<file path="src/hw/rtl/rtqi_pkg.sv">
// types, constants and step table for the ray-triangle intersection block
`default_nettype none
package rtqi_pkg;

    localparam int COORD_W = 16;
    localparam int EDGE_W  = COORD_W + 1;
    localparam int OPB_W   = 36;
    localparam int ACC_W   = 56;
    localparam int DIST_W  = 31;
    localparam int NSTEPS  = 24;

    localparam logic [1:0] CFG_QUAD_MODE = 2'd0;
    localparam logic [1:0] CFG_DET_EPS   = 2'd1;
    localparam logic [1:0] CFG_T_EPS     = 2'd2;

    localparam logic MODE_LOAD = 1'b0;
    localparam logic MODE_CAST = 1'b1;

    // operand a selects
    localparam logic [3:0] A_DIR = 4'd0;
    localparam logic [3:0] A_TV  = 4'd3;
    localparam logic [3:0] A_E1  = 4'd6;
    localparam logic [3:0] A_E2  = 4'd9;
    // operand b selects
    localparam logic [3:0] B_E1  = 4'd0;
    localparam logic [3:0] B_E2  = 4'd3;
    localparam logic [3:0] B_PV  = 4'd6;
    localparam logic [3:0] B_QV  = 4'd9;
    // result slots
    localparam logic [3:0] R_PV  = 4'd0;
    localparam logic [3:0] R_QV  = 4'd3;
    localparam logic [3:0] R_DET = 4'd6;
    localparam logic [3:0] R_UN  = 4'd7;
    localparam logic [3:0] R_VN  = 4'd8;
    localparam logic [3:0] R_TN  = 4'd9;

    typedef struct packed {
        logic        mode;
        logic [1:0]  vertex_slot;
        logic signed [15:0] point_x;
        logic signed [15:0] point_y;
        logic signed [15:0] point_z;
        logic signed [15:0] dir_x;
        logic signed [15:0] dir_y;
        logic signed [15:0] dir_z;
    } rtqi_in_t;

    typedef struct packed {
        logic        hit;
        logic [30:0] hit_distance;
    } rtqi_out_t;

    typedef struct packed {
        logic       valid;
        logic [3:0] a_sel;
        logic [3:0] b_sel;
        logic       neg;
        logic       first;
        logic       last;
        logic [3:0] dst;
    } rtqi_uop_t;

    function automatic rtqi_uop_t mk(input logic [3:0] a, input logic [3:0] b, input logic n,
                                     input logic f, input logic l, input logic [3:0] d);
        rtqi_uop_t u;
        u.valid = 1'b1;
        u.a_sel = a;
        u.b_sel = b;
        u.neg   = n;
        u.first = f;
        u.last  = l;
        u.dst   = d;
        return u;
    endfunction

    // cross products first, then the four dot products
    function automatic rtqi_uop_t uop(input logic [4:0] step);
        rtqi_uop_t u;
        u = '0;
        case (step)
            5'd0:  u = mk(A_DIR + 4'd1, B_E2 + 4'd2, 1'b0, 1'b1, 1'b0, R_PV);
            5'd1:  u = mk(A_DIR + 4'd2, B_E2 + 4'd1, 1'b1, 1'b0, 1'b1, R_PV);
            5'd2:  u = mk(A_DIR + 4'd2, B_E2,        1'b0, 1'b1, 1'b0, R_PV + 4'd1);
            5'd3:  u = mk(A_DIR,        B_E2 + 4'd2, 1'b1, 1'b0, 1'b1, R_PV + 4'd1);
            5'd4:  u = mk(A_DIR,        B_E2 + 4'd1, 1'b0, 1'b1, 1'b0, R_PV + 4'd2);
            5'd5:  u = mk(A_DIR + 4'd1, B_E2,        1'b1, 1'b0, 1'b1, R_PV + 4'd2);
            5'd6:  u = mk(A_TV + 4'd1,  B_E1 + 4'd2, 1'b0, 1'b1, 1'b0, R_QV);
            5'd7:  u = mk(A_TV + 4'd2,  B_E1 + 4'd1, 1'b1, 1'b0, 1'b1, R_QV);
            5'd8:  u = mk(A_TV + 4'd2,  B_E1,        1'b0, 1'b1, 1'b0, R_QV + 4'd1);
            5'd9:  u = mk(A_TV,         B_E1 + 4'd2, 1'b1, 1'b0, 1'b1, R_QV + 4'd1);
            5'd10: u = mk(A_TV,         B_E1 + 4'd1, 1'b0, 1'b1, 1'b0, R_QV + 4'd2);
            5'd11: u = mk(A_TV + 4'd1,  B_E1,        1'b1, 1'b0, 1'b1, R_QV + 4'd2);
            5'd12: u = mk(A_E1,         B_PV,        1'b0, 1'b1, 1'b0, R_DET);
            5'd13: u = mk(A_E1 + 4'd1,  B_PV + 4'd1, 1'b0, 1'b0, 1'b0, R_DET);
            5'd14: u = mk(A_E1 + 4'd2,  B_PV + 4'd2, 1'b0, 1'b0, 1'b1, R_DET);
            5'd15: u = mk(A_TV,         B_PV,        1'b0, 1'b1, 1'b0, R_UN);
            5'd16: u = mk(A_TV + 4'd1,  B_PV + 4'd1, 1'b0, 1'b0, 1'b0, R_UN);
            5'd17: u = mk(A_TV + 4'd2,  B_PV + 4'd2, 1'b0, 1'b0, 1'b1, R_UN);
            5'd18: u = mk(A_DIR,        B_QV,        1'b0, 1'b1, 1'b0, R_VN);
            5'd19: u = mk(A_DIR + 4'd1, B_QV + 4'd1, 1'b0, 1'b0, 1'b0, R_VN);
            5'd20: u = mk(A_DIR + 4'd2, B_QV + 4'd2, 1'b0, 1'b0, 1'b1, R_VN);
            5'd21: u = mk(A_E2,         B_QV,        1'b0, 1'b1, 1'b0, R_TN);
            5'd22: u = mk(A_E2 + 4'd1,  B_QV + 4'd1, 1'b0, 1'b0, 1'b0, R_TN);
            5'd23: u = mk(A_E2 + 4'd2,  B_QV + 4'd2, 1'b0, 1'b0, 1'b1, R_TN);
            default: u = '0;
        endcase
        return u;
    endfunction

endpackage
`default_nettype wire

</file>
<file path="src/hw/rtl/ray_triangle_quad_intersect_top.sv">
// ray-triangle and ray-quad intersection with one shared multiplier and divider
// load transfer: writes the addressed vertex slot, no result
// cast transfer: per triangle a setup state, the multiply-accumulate steps, sign fix and test,
// then the divide; in quad mode a second triangle follows when the first misses; the divider
// yields one quotient bit per cycle; one item at a time
// reset: synchronous active low, vertices zero, quad_mode 0, det_epsilon 16, t_epsilon 0
`default_nettype none
module ray_triangle_quad_intersect_top
    import rtqi_pkg::*;
(
    input  wire logic       aclk,
    input  wire logic       aresetn,
    input  wire logic       s_valid,
    output logic            s_ready,
    input  wire rtqi_in_t   s_data,
    output logic            m_valid,
    input  wire logic       m_ready,
    output rtqi_out_t       m_data,
    input  wire logic       cfg_we,
    input  wire logic [1:0] cfg_index,
    input  wire logic [30:0] cfg_wdata
);

    typedef enum logic [6:0] {
        ST_IDLE = 7'b0000001,
        ST_PREP = 7'b0000010,
        ST_MULT = 7'b0000100,
        ST_NEG  = 7'b0001000,
        ST_CMP  = 7'b0010000,
        ST_DIV  = 7'b0100000,
        ST_RESP = 7'b1000000
    } state_t;

    state_t state_reg;

    logic        quad_mode_reg;
    logic [15:0] det_eps_reg;
    logic [30:0] t_eps_reg;

    logic signed [COORD_W-1:0] vs_reg [4][3];
    logic signed [COORD_W-1:0] org_reg [3];
    logic signed [COORD_W-1:0] dir_reg [3];
    logic signed [EDGE_W-1:0]  e1_reg [3];
    logic signed [EDGE_W-1:0]  e2_reg [3];
    logic signed [EDGE_W-1:0]  tv_reg [3];
    logic signed [ACC_W-1:0]   res_reg [10];
    logic                      tri_reg;
    logic [4:0]                step_reg;
    rtqi_uop_t                 ctl_reg;
    logic signed [EDGE_W+OPB_W-1:0] prod_reg;
    logic signed [ACC_W-1:0]   acc_reg;
    logic signed [ACC_W-1:0]   acc_next;

    logic signed [ACC_W-1:0]   det_reg, un_reg, vn_reg, tn_reg;
    logic [ACC_W-1:0]          rem_reg;
    logic [30:0]               dsh_reg;
    logic [30:0]               q_reg;
    logic [4:0]                cnt_reg;

    logic                      m_valid_reg;
    rtqi_out_t                 m_data_reg;

    logic signed [EDGE_W-1:0]  a_ops [12];
    logic signed [OPB_W-1:0]   b_ops [12];
    logic signed [EDGE_W+OPB_W-1:0] mul_out;
    rtqi_uop_t                 cur_uop;

    logic [1:0] vb, vc;
    logic       s_fire;

    logic signed [ACC_W:0] uv_sum;
    logic cmp_pass, cmp_ovf;
    logic [ACC_W:0] r2;
    logic [ACC_W:0] r2_sub;

    assign s_ready = (state_reg == ST_IDLE);
    assign s_fire  = s_valid && s_ready;
    assign m_valid = m_valid_reg;
    assign m_data  = m_data_reg;

    assign vb = tri_reg ? 2'd2 : 2'd1;
    assign vc = tri_reg ? 2'd3 : 2'd2;

    always_comb begin
        for (int i = 0; i < 3; i++) begin
            a_ops[A_DIR + i] = EDGE_W'(dir_reg[i]);
            a_ops[A_TV + i]  = tv_reg[i];
            a_ops[A_E1 + i]  = e1_reg[i];
            a_ops[A_E2 + i]  = e2_reg[i];
            b_ops[B_E1 + i]  = OPB_W'(e1_reg[i]);
            b_ops[B_E2 + i]  = OPB_W'(e2_reg[i]);
            b_ops[B_PV + i]  = res_reg[R_PV + i][OPB_W-1:0];
            b_ops[B_QV + i]  = res_reg[R_QV + i][OPB_W-1:0];
        end
    end

    assign cur_uop = uop(step_reg);
    assign mul_out = a_ops[cur_uop.a_sel] * b_ops[cur_uop.b_sel];

    always_comb begin
        acc_next = ctl_reg.first ? '0 : acc_reg;
        if (ctl_reg.neg) begin
            acc_next = acc_next - ACC_W'(prod_reg);
        end else begin
            acc_next = acc_next + ACC_W'(prod_reg);
        end
    end

    assign uv_sum   = (ACC_W+1)'(un_reg) + (ACC_W+1)'(vn_reg);
    assign cmp_pass = (det_reg != '0)
                   && (det_reg >= ACC_W'($signed({1'b0, det_eps_reg})))
                   && !un_reg[ACC_W-1] && (un_reg <= det_reg)
                   && !vn_reg[ACC_W-1] && (uv_sum <= (ACC_W+1)'(det_reg))
                   && !tn_reg[ACC_W-1] && (tn_reg != '0);
    assign cmp_ovf  = (ACC_W'(tn_reg >>> 15) >= det_reg);

    assign r2     = {rem_reg, dsh_reg[30]};
    assign r2_sub = r2 - (ACC_W+1)'(unsigned'(det_reg));

    always_ff @(posedge aclk) begin
        if (!aresetn) begin
            state_reg     <= ST_IDLE;
            quad_mode_reg <= 1'b0;
            det_eps_reg   <= 16'd16;
            t_eps_reg     <= '0;
            m_valid_reg   <= 1'b0;
            ctl_reg       <= '0;
            tri_reg       <= 1'b0;
            step_reg      <= '0;
            cnt_reg       <= '0;
            for (int i = 0; i < 4; i++) begin
                for (int j = 0; j < 3; j++) begin
                    vs_reg[i][j] <= '0;
                end
            end
        end else begin
            if (cfg_we) begin
                unique case (cfg_index)
                    CFG_QUAD_MODE: quad_mode_reg <= cfg_wdata[0];
                    CFG_DET_EPS:   det_eps_reg   <= cfg_wdata[15:0];
                    CFG_T_EPS:     t_eps_reg     <= cfg_wdata;
                    default: ;
                endcase
            end

            unique case (state_reg)
                ST_IDLE: begin
                    if (s_fire) begin
                        if (s_data.mode == MODE_LOAD) begin
                            vs_reg[s_data.vertex_slot][0] <= s_data.point_x;
                            vs_reg[s_data.vertex_slot][1] <= s_data.point_y;
                            vs_reg[s_data.vertex_slot][2] <= s_data.point_z;
                        end else begin
                            org_reg[0] <= s_data.point_x;
                            org_reg[1] <= s_data.point_y;
                            org_reg[2] <= s_data.point_z;
                            dir_reg[0] <= s_data.dir_x;
                            dir_reg[1] <= s_data.dir_y;
                            dir_reg[2] <= s_data.dir_z;
                            tri_reg    <= 1'b0;
                            state_reg  <= ST_PREP;
                        end
                    end
                end
                ST_PREP: begin
                    for (int i = 0; i < 3; i++) begin
                        e1_reg[i] <= EDGE_W'(vs_reg[vb][i]) - EDGE_W'(vs_reg[0][i]);
                        e2_reg[i] <= EDGE_W'(vs_reg[vc][i]) - EDGE_W'(vs_reg[0][i]);
                        tv_reg[i] <= EDGE_W'(org_reg[i]) - EDGE_W'(vs_reg[0][i]);
                    end
                    step_reg  <= '0;
                    ctl_reg   <= '0;
                    state_reg <= ST_MULT;
                end
                ST_MULT: begin
                    prod_reg <= mul_out;
                    ctl_reg  <= cur_uop;
                    if (ctl_reg.valid) begin
                        acc_reg <= acc_next;
                        if (ctl_reg.last) begin
                            res_reg[ctl_reg.dst] <= acc_next;
                        end
                    end
                    if (step_reg == 5'(NSTEPS)) begin
                        state_reg <= ST_NEG;
                    end else begin
                        step_reg <= step_reg + 5'd1;
                    end
                end
                ST_NEG: begin
                    if (res_reg[R_DET][ACC_W-1]) begin
                        det_reg <= -res_reg[R_DET];
                        un_reg  <= -res_reg[R_UN];
                        vn_reg  <= -res_reg[R_VN];
                        tn_reg  <= -res_reg[R_TN];
                    end else begin
                        det_reg <= res_reg[R_DET];
                        un_reg  <= res_reg[R_UN];
                        vn_reg  <= res_reg[R_VN];
                        tn_reg  <= res_reg[R_TN];
                    end
                    state_reg <= ST_CMP;
                end
                ST_CMP: begin
                    rem_reg <= ACC_W'(unsigned'(tn_reg >>> 15));
                    dsh_reg <= {tn_reg[14:0], 16'd0};
                    q_reg   <= '0;
                    cnt_reg <= '0;
                    if (cmp_pass && cmp_ovf) begin
                        m_data_reg.hit          <= 1'b1;
                        m_data_reg.hit_distance <= '1;
                        m_valid_reg             <= 1'b1;
                        state_reg               <= ST_RESP;
                    end else if (cmp_pass) begin
                        state_reg <= ST_DIV;
                    end else if (quad_mode_reg && !tri_reg) begin
                        tri_reg   <= 1'b1;
                        state_reg <= ST_PREP;
                    end else begin
                        m_data_reg  <= '0;
                        m_valid_reg <= 1'b1;
                        state_reg   <= ST_RESP;
                    end
                end
                ST_DIV: begin
                    dsh_reg <= {dsh_reg[29:0], 1'b0};
                    if (!r2_sub[ACC_W]) begin
                        rem_reg <= r2_sub[ACC_W-1:0];
                        q_reg   <= {q_reg[29:0], 1'b1};
                    end else begin
                        rem_reg <= r2[ACC_W-1:0];
                        q_reg   <= {q_reg[29:0], 1'b0};
                    end
                    if (cnt_reg == 5'(DIST_W - 1)) begin
                        if (q_reg != '0 || r2 >= (ACC_W+1)'(unsigned'(det_reg)) ||
                            t_eps_reg != '0) begin
                            // final quotient includes this cycle's bit
                            if ({q_reg[29:0], !r2_sub[ACC_W]} > t_eps_reg) begin
                                m_data_reg.hit          <= 1'b1;
                                m_data_reg.hit_distance <= {q_reg[29:0], !r2_sub[ACC_W]};
                                m_valid_reg             <= 1'b1;
                                state_reg               <= ST_RESP;
                            end else if (quad_mode_reg && !tri_reg) begin
                                tri_reg   <= 1'b1;
                                state_reg <= ST_PREP;
                            end else begin
                                m_data_reg  <= '0;
                                m_valid_reg <= 1'b1;
                                state_reg   <= ST_RESP;
                            end
                        end else if (quad_mode_reg && !tri_reg) begin
                            tri_reg   <= 1'b1;
                            state_reg <= ST_PREP;
                        end else begin
                            m_data_reg  <= '0;
                            m_valid_reg <= 1'b1;
                            state_reg   <= ST_RESP;
                        end
                    end else begin
                        cnt_reg <= cnt_reg + 5'd1;
                    end
                end
                ST_RESP: begin
                    if (m_ready) begin
                        m_valid_reg <= 1'b0;
                        state_reg   <= ST_IDLE;
                    end
                end
                default: state_reg <= ST_IDLE;
            endcase
        end
    end

endmodule
`default_nettype wire
</file>
<file path="config.mk">
export PLATFORM = sky130hd
export DESIGN_NAME = ray_triangle_quad_intersect_top
export DESIGN_NICKNAME = d
export VERILOG_FILES = /design/src/hw/rtl/rtqi_pkg.sv /design/src/hw/rtl/ray_triangle_quad_intersect_top.sv
export SDC_FILE = /design/constraint.sdc
export NUM_CORES = 2
export LEC_CHECK = 0
export ABC_AREA = 1
export BUFFER_PORTS_ARGS = -buffer_cell sky130_fd_sc_hd__buf_2
export CORE_AREA = 2 2 288 575
export DETAILED_ROUTE_END_ITERATION = 8
export DIE_AREA = 0 0 290 577
export GPL_TIMING_DRIVEN = 0
export HOLD_SLACK_MARGIN = 0.03
export PLACE_DENSITY = 0.84
export SYNTH_ARGS = -nofsm -noshare
export SYNTH_HDL_FRONTEND = slang
export SYNTH_SLANG_ARGS = --single-unit
export TNS_END_PERCENT = 20
</file>
<file path="constraint.sdc">
create_clock -name aclk -period 28.2 [get_ports aclk]
set_input_delay 5.64 -clock aclk [delete_from_list [all_inputs] [get_ports aclk]]
set_output_delay 5.64 -clock aclk [all_outputs]
set_load 0.05 [all_outputs]
</file>
==> results of run 1 <==
-- through the flow --
step	util	hold WS, ns	setup WS (ns)
2_1_floorplan	-	0.4163	12.12
3_3_place_gp	0.6679	0.4192	5.980
3_5_place_dp	0.6785	0.4269	18.16
4_1_cts	0.7051	0.4456	18.30
-- cell families after synthesis --
family	count (synthesis)	share of synthesized area
AOI/OAI and AO/OA	1968	0.1067
muxes	4	0.0003796
buffers and inverters	2513	0.09213
xor gates and xnor gates	587	0.04874
adders and majority gates	1257	0.1913
and+or+nand+nor	4063	0.1597
DFF	1439	0.4010
-- metal layers --
metal	GRT overflow	track usage
met3	0	0.2877
met2	37	0.9115
met1	0	0.4985
met5	0	0.02410
met4	25	0.7593
-- Yosys cell counts, drive strengths merged (84+ instances only) --
master | instances | area share
clkbuf | 166 | 0.0059
o21ai | 791 | 0.038
nand3 | 300 | 0.015
ha | 664 | 0.079
inv | 2147 | 0.076
nand4 | 103 | 0.0063
nor3 | 130 | 0.0070
edfxtp | 1348 | 0.38
fa | 593 | 0.11
a31oi | 84 | 0.0050
xnor2 | 220 | 0.018
nand2 | 2125 | 0.076
nor4 | 97 | 0.0063
nor2 | 1254 | 0.046
buf | 195 | 0.0096
dfxtp | 91 | 0.017
o211ai | 128 | 0.0096
a21oi | 664 | 0.032
xor2 | 367 | 0.030
==> results.txt, run 1 <==
* Mapped Avg Cell Area: roughly 9 um2
- Cell chosen for the clock root: sky130_fd_sc_hd__clkbuf_16
- Measured along the x axis, the die boundary spans 290 um.
- In this run the deepest clock path goes through 3 buffers.
* GRT overflow: 62
* Placed wire-length estimate: around 350000 um
- # H-tree levels: 3
- Warning count from the yosys run: 0
- Total clock buffers created by CTS: 120
- The number of different library cells used by synthesis comes to around 80.
* Outcome: did not finish
- The number of global-route vias before repair came to between 100k and 150k.
- Post-DP Area: approximately 110000 um2
- The flow stopped in global routing.
- The floorplan step set the die height to 577 um.
- Seq/Total Area, Yosys: 0.4010
* Synth Flop Type: sky130_fd_sc_hd__edfxtp_1
- For this configuration, the core starts out at a cell density of 0.6464.
- Setup Buffers After CTS: 0
* Net Count, Synth: 13230
- around 170 I/O pins were placed.
* Global-route wire length before repair: 710300 um
- In this run, synthesis inferred between 1000 and 1500 flip-flops with an integrated enable.
- IO buf count: between 150 and 200
- Post-CTS repair changed the size of 0 cells.
* FP Rows: 210
- Share of flip-flops with an asynchronous set or reset after synthesis: 0
- Counting tap cells, the placed design contains a total of between 10000 and 15000 instances.
- Synthesis inferred 1439 register bits.
- Netlist Area Pre-Place: around 110000 um2
- Total track usage: 0.5927
- Sinks on Clock Net: around 1400
- The congestion estimate from routability-driven global placement came to roughly 1.2.
- Entering global routing, the biggest net connects 42 pins.
- The first error in the log reads "[ERROR GRT-0116] Global routing finished with congestion. Check the congestion regions in the DRC Viewer".
- Hold Buf Count CTS: 0
* Cell count after synthesis: approximately 12000
==> run 2, diff against run 1 <==
--- a/config.mk
+++ b/config.mk
@@ -7,12 +7,11 @@
 export LEC_CHECK = 0
 export ABC_AREA = 1
 export BUFFER_PORTS_ARGS = -buffer_cell sky130_fd_sc_hd__buf_2
-export CORE_AREA = 2 2 288 575
+export CORE_AREA = 2 2 517 519
 export DETAILED_ROUTE_END_ITERATION = 8
-export DIE_AREA = 0 0 290 577
+export DIE_AREA = 0 0 519 521
 export GPL_TIMING_DRIVEN = 0
-export HOLD_SLACK_MARGIN = 0.03
-export PLACE_DENSITY = 0.84
+export PLACE_DENSITY_LB_ADDON = 0.15
 export SYNTH_ARGS = -nofsm -noshare
 export SYNTH_HDL_FRONTEND = slang
 export SYNTH_SLANG_ARGS = --single-unit
==> run 2 against run 1 <==
Effect of this change:
- the flow now finishes without violations
- area after synthesis stayed put
- synthesized cell count unchanged
==> results.txt, run 2 <==
- FP Rows: 189 (was 210)
* Max Clock Freq: roughly 100 MHz
- Setup Buffers After CTS: 0 (unchanged)
- Worst-margin pin slew: about 1.3 ns
- The initial standard-cell utilization of the core is 0.3990 (was 0.6464).
- The most used flip-flop cell after synthesis was sky130_fd_sc_hd__edfxtp_1 (unchanged).
- Sinks on Clock Net: 1439 (unchanged)
- Max cap viols: 0
- The first global-routing pass estimated about 550000 um of wire.
* Share of flip-flops with an asynchronous set or reset after synthesis: 0 (unchanged)
- Outcome: completed (was did not finish)
* Routability congestion estimate from global placement: 0.9779 (was 1.205)
* Die Y-Extent: 521 um (was 577 um)
- The worst setup path is captured at a flop.
* Final Routed Wirelength: about 380000 um
- The number of warnings issued by yosys was 0 (unchanged).
- Hold Buf Count CTS: 0 (unchanged)
- The min-delay analysis places its worst path in the category reg -> reg.
- In this run, the number of DRC markers left after iteration 0 of detailed routing was around 7900.
- Library cell with the largest summed area after synthesis: sky130_fd_sc_hd__edfxtp_1 (unchanged)
* Cell count after synthesis: 11830 (unchanged)
- Setup repair after global routing missed its margin: no
- The most frequently used cell type in the post-synthesis netlist is sky130_fd_sc_hd__inv_1 (unchanged).
- For the worst-skew pair, the clock arrives at the later sink with an insertion delay of 0.86 ns.
- Post-Route Setup TNS: 0 ns
- IO buf count: 170 (unchanged)
* Area inside the core boundary: between 200000 and 300000 um2
* Via count of the first global-routing pass: about 84000
- The width of the die is 519 um (was 290 um).
- Entering global routing, the biggest net connects between 40 and 50 pins.
- GRT overflow: 0
- Of the cells placed in the final design, the portion with a size suffix greater than 1 is 0.07179.
- DRC Markers: 0
- Cell with the largest stage delay on the worst path: sky130_fd_sc_hd__nand2_1
- Per-cell via count in the routed design: about 5.3
* Largest register FFs: 440
- Number of gates resized after CTS: 0 (unchanged)
* Mapped Avg Cell Area: 8.916 um2 (unchanged)
* Post-DP Area: 112500 um2 (was 110700 um2)
- Post-layout minimum cycle time: just under 10 ns
* Final worst path period share: 0.3433
* Slew HR: 0.1133
- The flop and latch count out of synthesis is 1439 (unchanged).
- Post-synthesis to final-layout area growth: 11.64%
- The final number of hold-violating endpoints came to 0.
* Total clock buffers created by CTS: 168 (was 120)
- Summing over every cut layer, the via total after detailed routing is about 84000.
- Clock Tree Buf Depth: 4 (was 3)
- The synthesized netlist net count was 13230 (unchanged).
- STA puts the critical path data required time at approximately 29 ns.
- Setup WS post-layout: 18.52 ns
* Count of distinct cell types in the synthesized netlist: 79 (unchanged)
- Main area contributors after synthesis: sky130_fd_sc_hd__edfxtp_1 38%, sky130_fd_sc_hd__fa_1 11%, sky130_fd_sc_hd__ha_1 7.9% (unchanged)
- CTS tree: done
* Worst hold-check slack: 0.4479 ns
- Final Setup Violations: 0
- After detailed routing, the average wire length per cell comes to around 24 um.
- Max Slew Vio Count: 0
* Top-level port count: 171 (unchanged)
- Across the routed clock network, the largest skew measured is between 0.09 and 0.1 ns.
* WS Path Type: reg -> reg
* CP Data Arrival Time: between 10 and 15 ns
- On the worst path, the slowest cell contributes a delay of 0.75 ns.
- Largest fanout on the critical path: 10
- Netlist Area Pre-Place: 105500 um2 (unchanged)
- The number of synthesized flops with an enable pin was 1348 (unchanged).
- Most common library cells after synthesis: 2123 x sky130_fd_sc_hd__inv_1, 2113 x sky130_fd_sc_hd__nand2_1, 1348 x sky130_fd_sc_hd__edfxtp_1 (unchanged)
* # H-tree levels: 4 (was 3)
* Seq/Total Area, Yosys: 0.4010 (unchanged)
- STA classifies the critical path startpoint as a flop.
- Placed wire-length estimate: 311800 um (was 353300 um)
- Total Die Area: 270400 um2
* Commonest non-fill, non-tap cell in the layout: sky130_fd_sc_hd__inv_1
- Most frequent cells in the layout: 2123 x sky130_fd_sc_hd__inv_1, 2109 x sky130_fd_sc_hd__nand2_1, 1348 x sky130_fd_sc_hd__edfxtp_1
* Initial antenna violation count: 21
* Worst slack at placement: 18.17 ns (was 18.16 ns)
* Area fraction of the dominant cell type after synthesis: 0.3838 (unchanged)
- Clock-pin slew on the worst setup and hold paths: about 0.06 ns
* Post-layout instance area: ~120000 um2
- The detail route stage leaves a number of antenna-violating nets equal to 0.
- Before antenna repair, the detailed router went through 8 iterations.
- After the last flow step, the layout net total stands at 13670.
* Cell chosen for the clock root: sky130_fd_sc_hd__clkbuf_16 (unchanged)
- Total track usage: 0.2757
run 2: cell counts after synthesis:
No cell type changed its count.
run 2: stage by stage:
step / utilization / instances
finish: 0.4454 / 15940
global route: 0.4454 / 15940
CTS: 0.4453 / 15930
detailed placement: 0.4256 / 15640
global placement: 0.4189 / 15530
floorplan: - / 11830
run 2: path summary, 6_finish.rpt:
check | startpoint | end | slack (ns) | cells after the start
setup reg to reg | cur_uop[12] | prod_reg[40] | 18.52 | 30
hold / removal | cur_uop[15] | ctl_reg[15] | 0.45 | 1
hold reg to reg | cur_uop[15] | ctl_reg[15] | 0.45 | 1
setup / recovery | cur_uop[12] | prod_reg[40] | 18.52 | 30
run 2: kinds of logic (layout without fill, tap and decap cells):
kind of cell             Yosys count  count (layout)  share of synthesized area
other                              0               7                          0
XOR/XNOR                         587             587                    0.04874
multiplexers                       4               4                  0.0003796
AO/OA/AOI/OAI                   1968            1968                     0.1067
buffers and inverters           2513            3079                    0.09213
flip-flops                      1439            1439                     0.4010
adder cells (fa/ha/maj)         1257            1257                     0.1913
AND/OR/NAND/NOR                 4063            4063                     0.1597
run 2: final cells by class:
type                    count  area (um2)
diodes                      7       17.52
plain buffers             361        1635
clock buffers             198        4378
clock inverters            94       828.3
fillers                 25960      146600
inverters                2152        8083
multi-input cells        7879       53830
flip-flops and latches   1439       42300
well taps                3533        4420
repair buffers            274        2262
run 2: per-layer routing:
layer	routed length (um)	vias up	share of wire	GRT usage
met2	172600	2855	0.46	0.4483
met4	14920	2	0.039	0.09633
li1	-	39560	-	-
met1	167800	41260	0.44	0.3789
met5	7	-	0.000018	0
met3	23410	520	0.062	0.03487
run 2: worst max-delay path, delay by kind of cell (launching register included):
family	cells	cell delay [ns]
adders and majority gates	7	3.64
and+or+nand+nor	9	1.91
buffers and inverters	9	1.75
AOI/OAI and AO/OA	5	1.69
DFF	1	0.30
Power of run 2 is left out: the tool's default activity adds up to more than one toggle a clock period on the data nets, which glitch-free logic cannot reach.
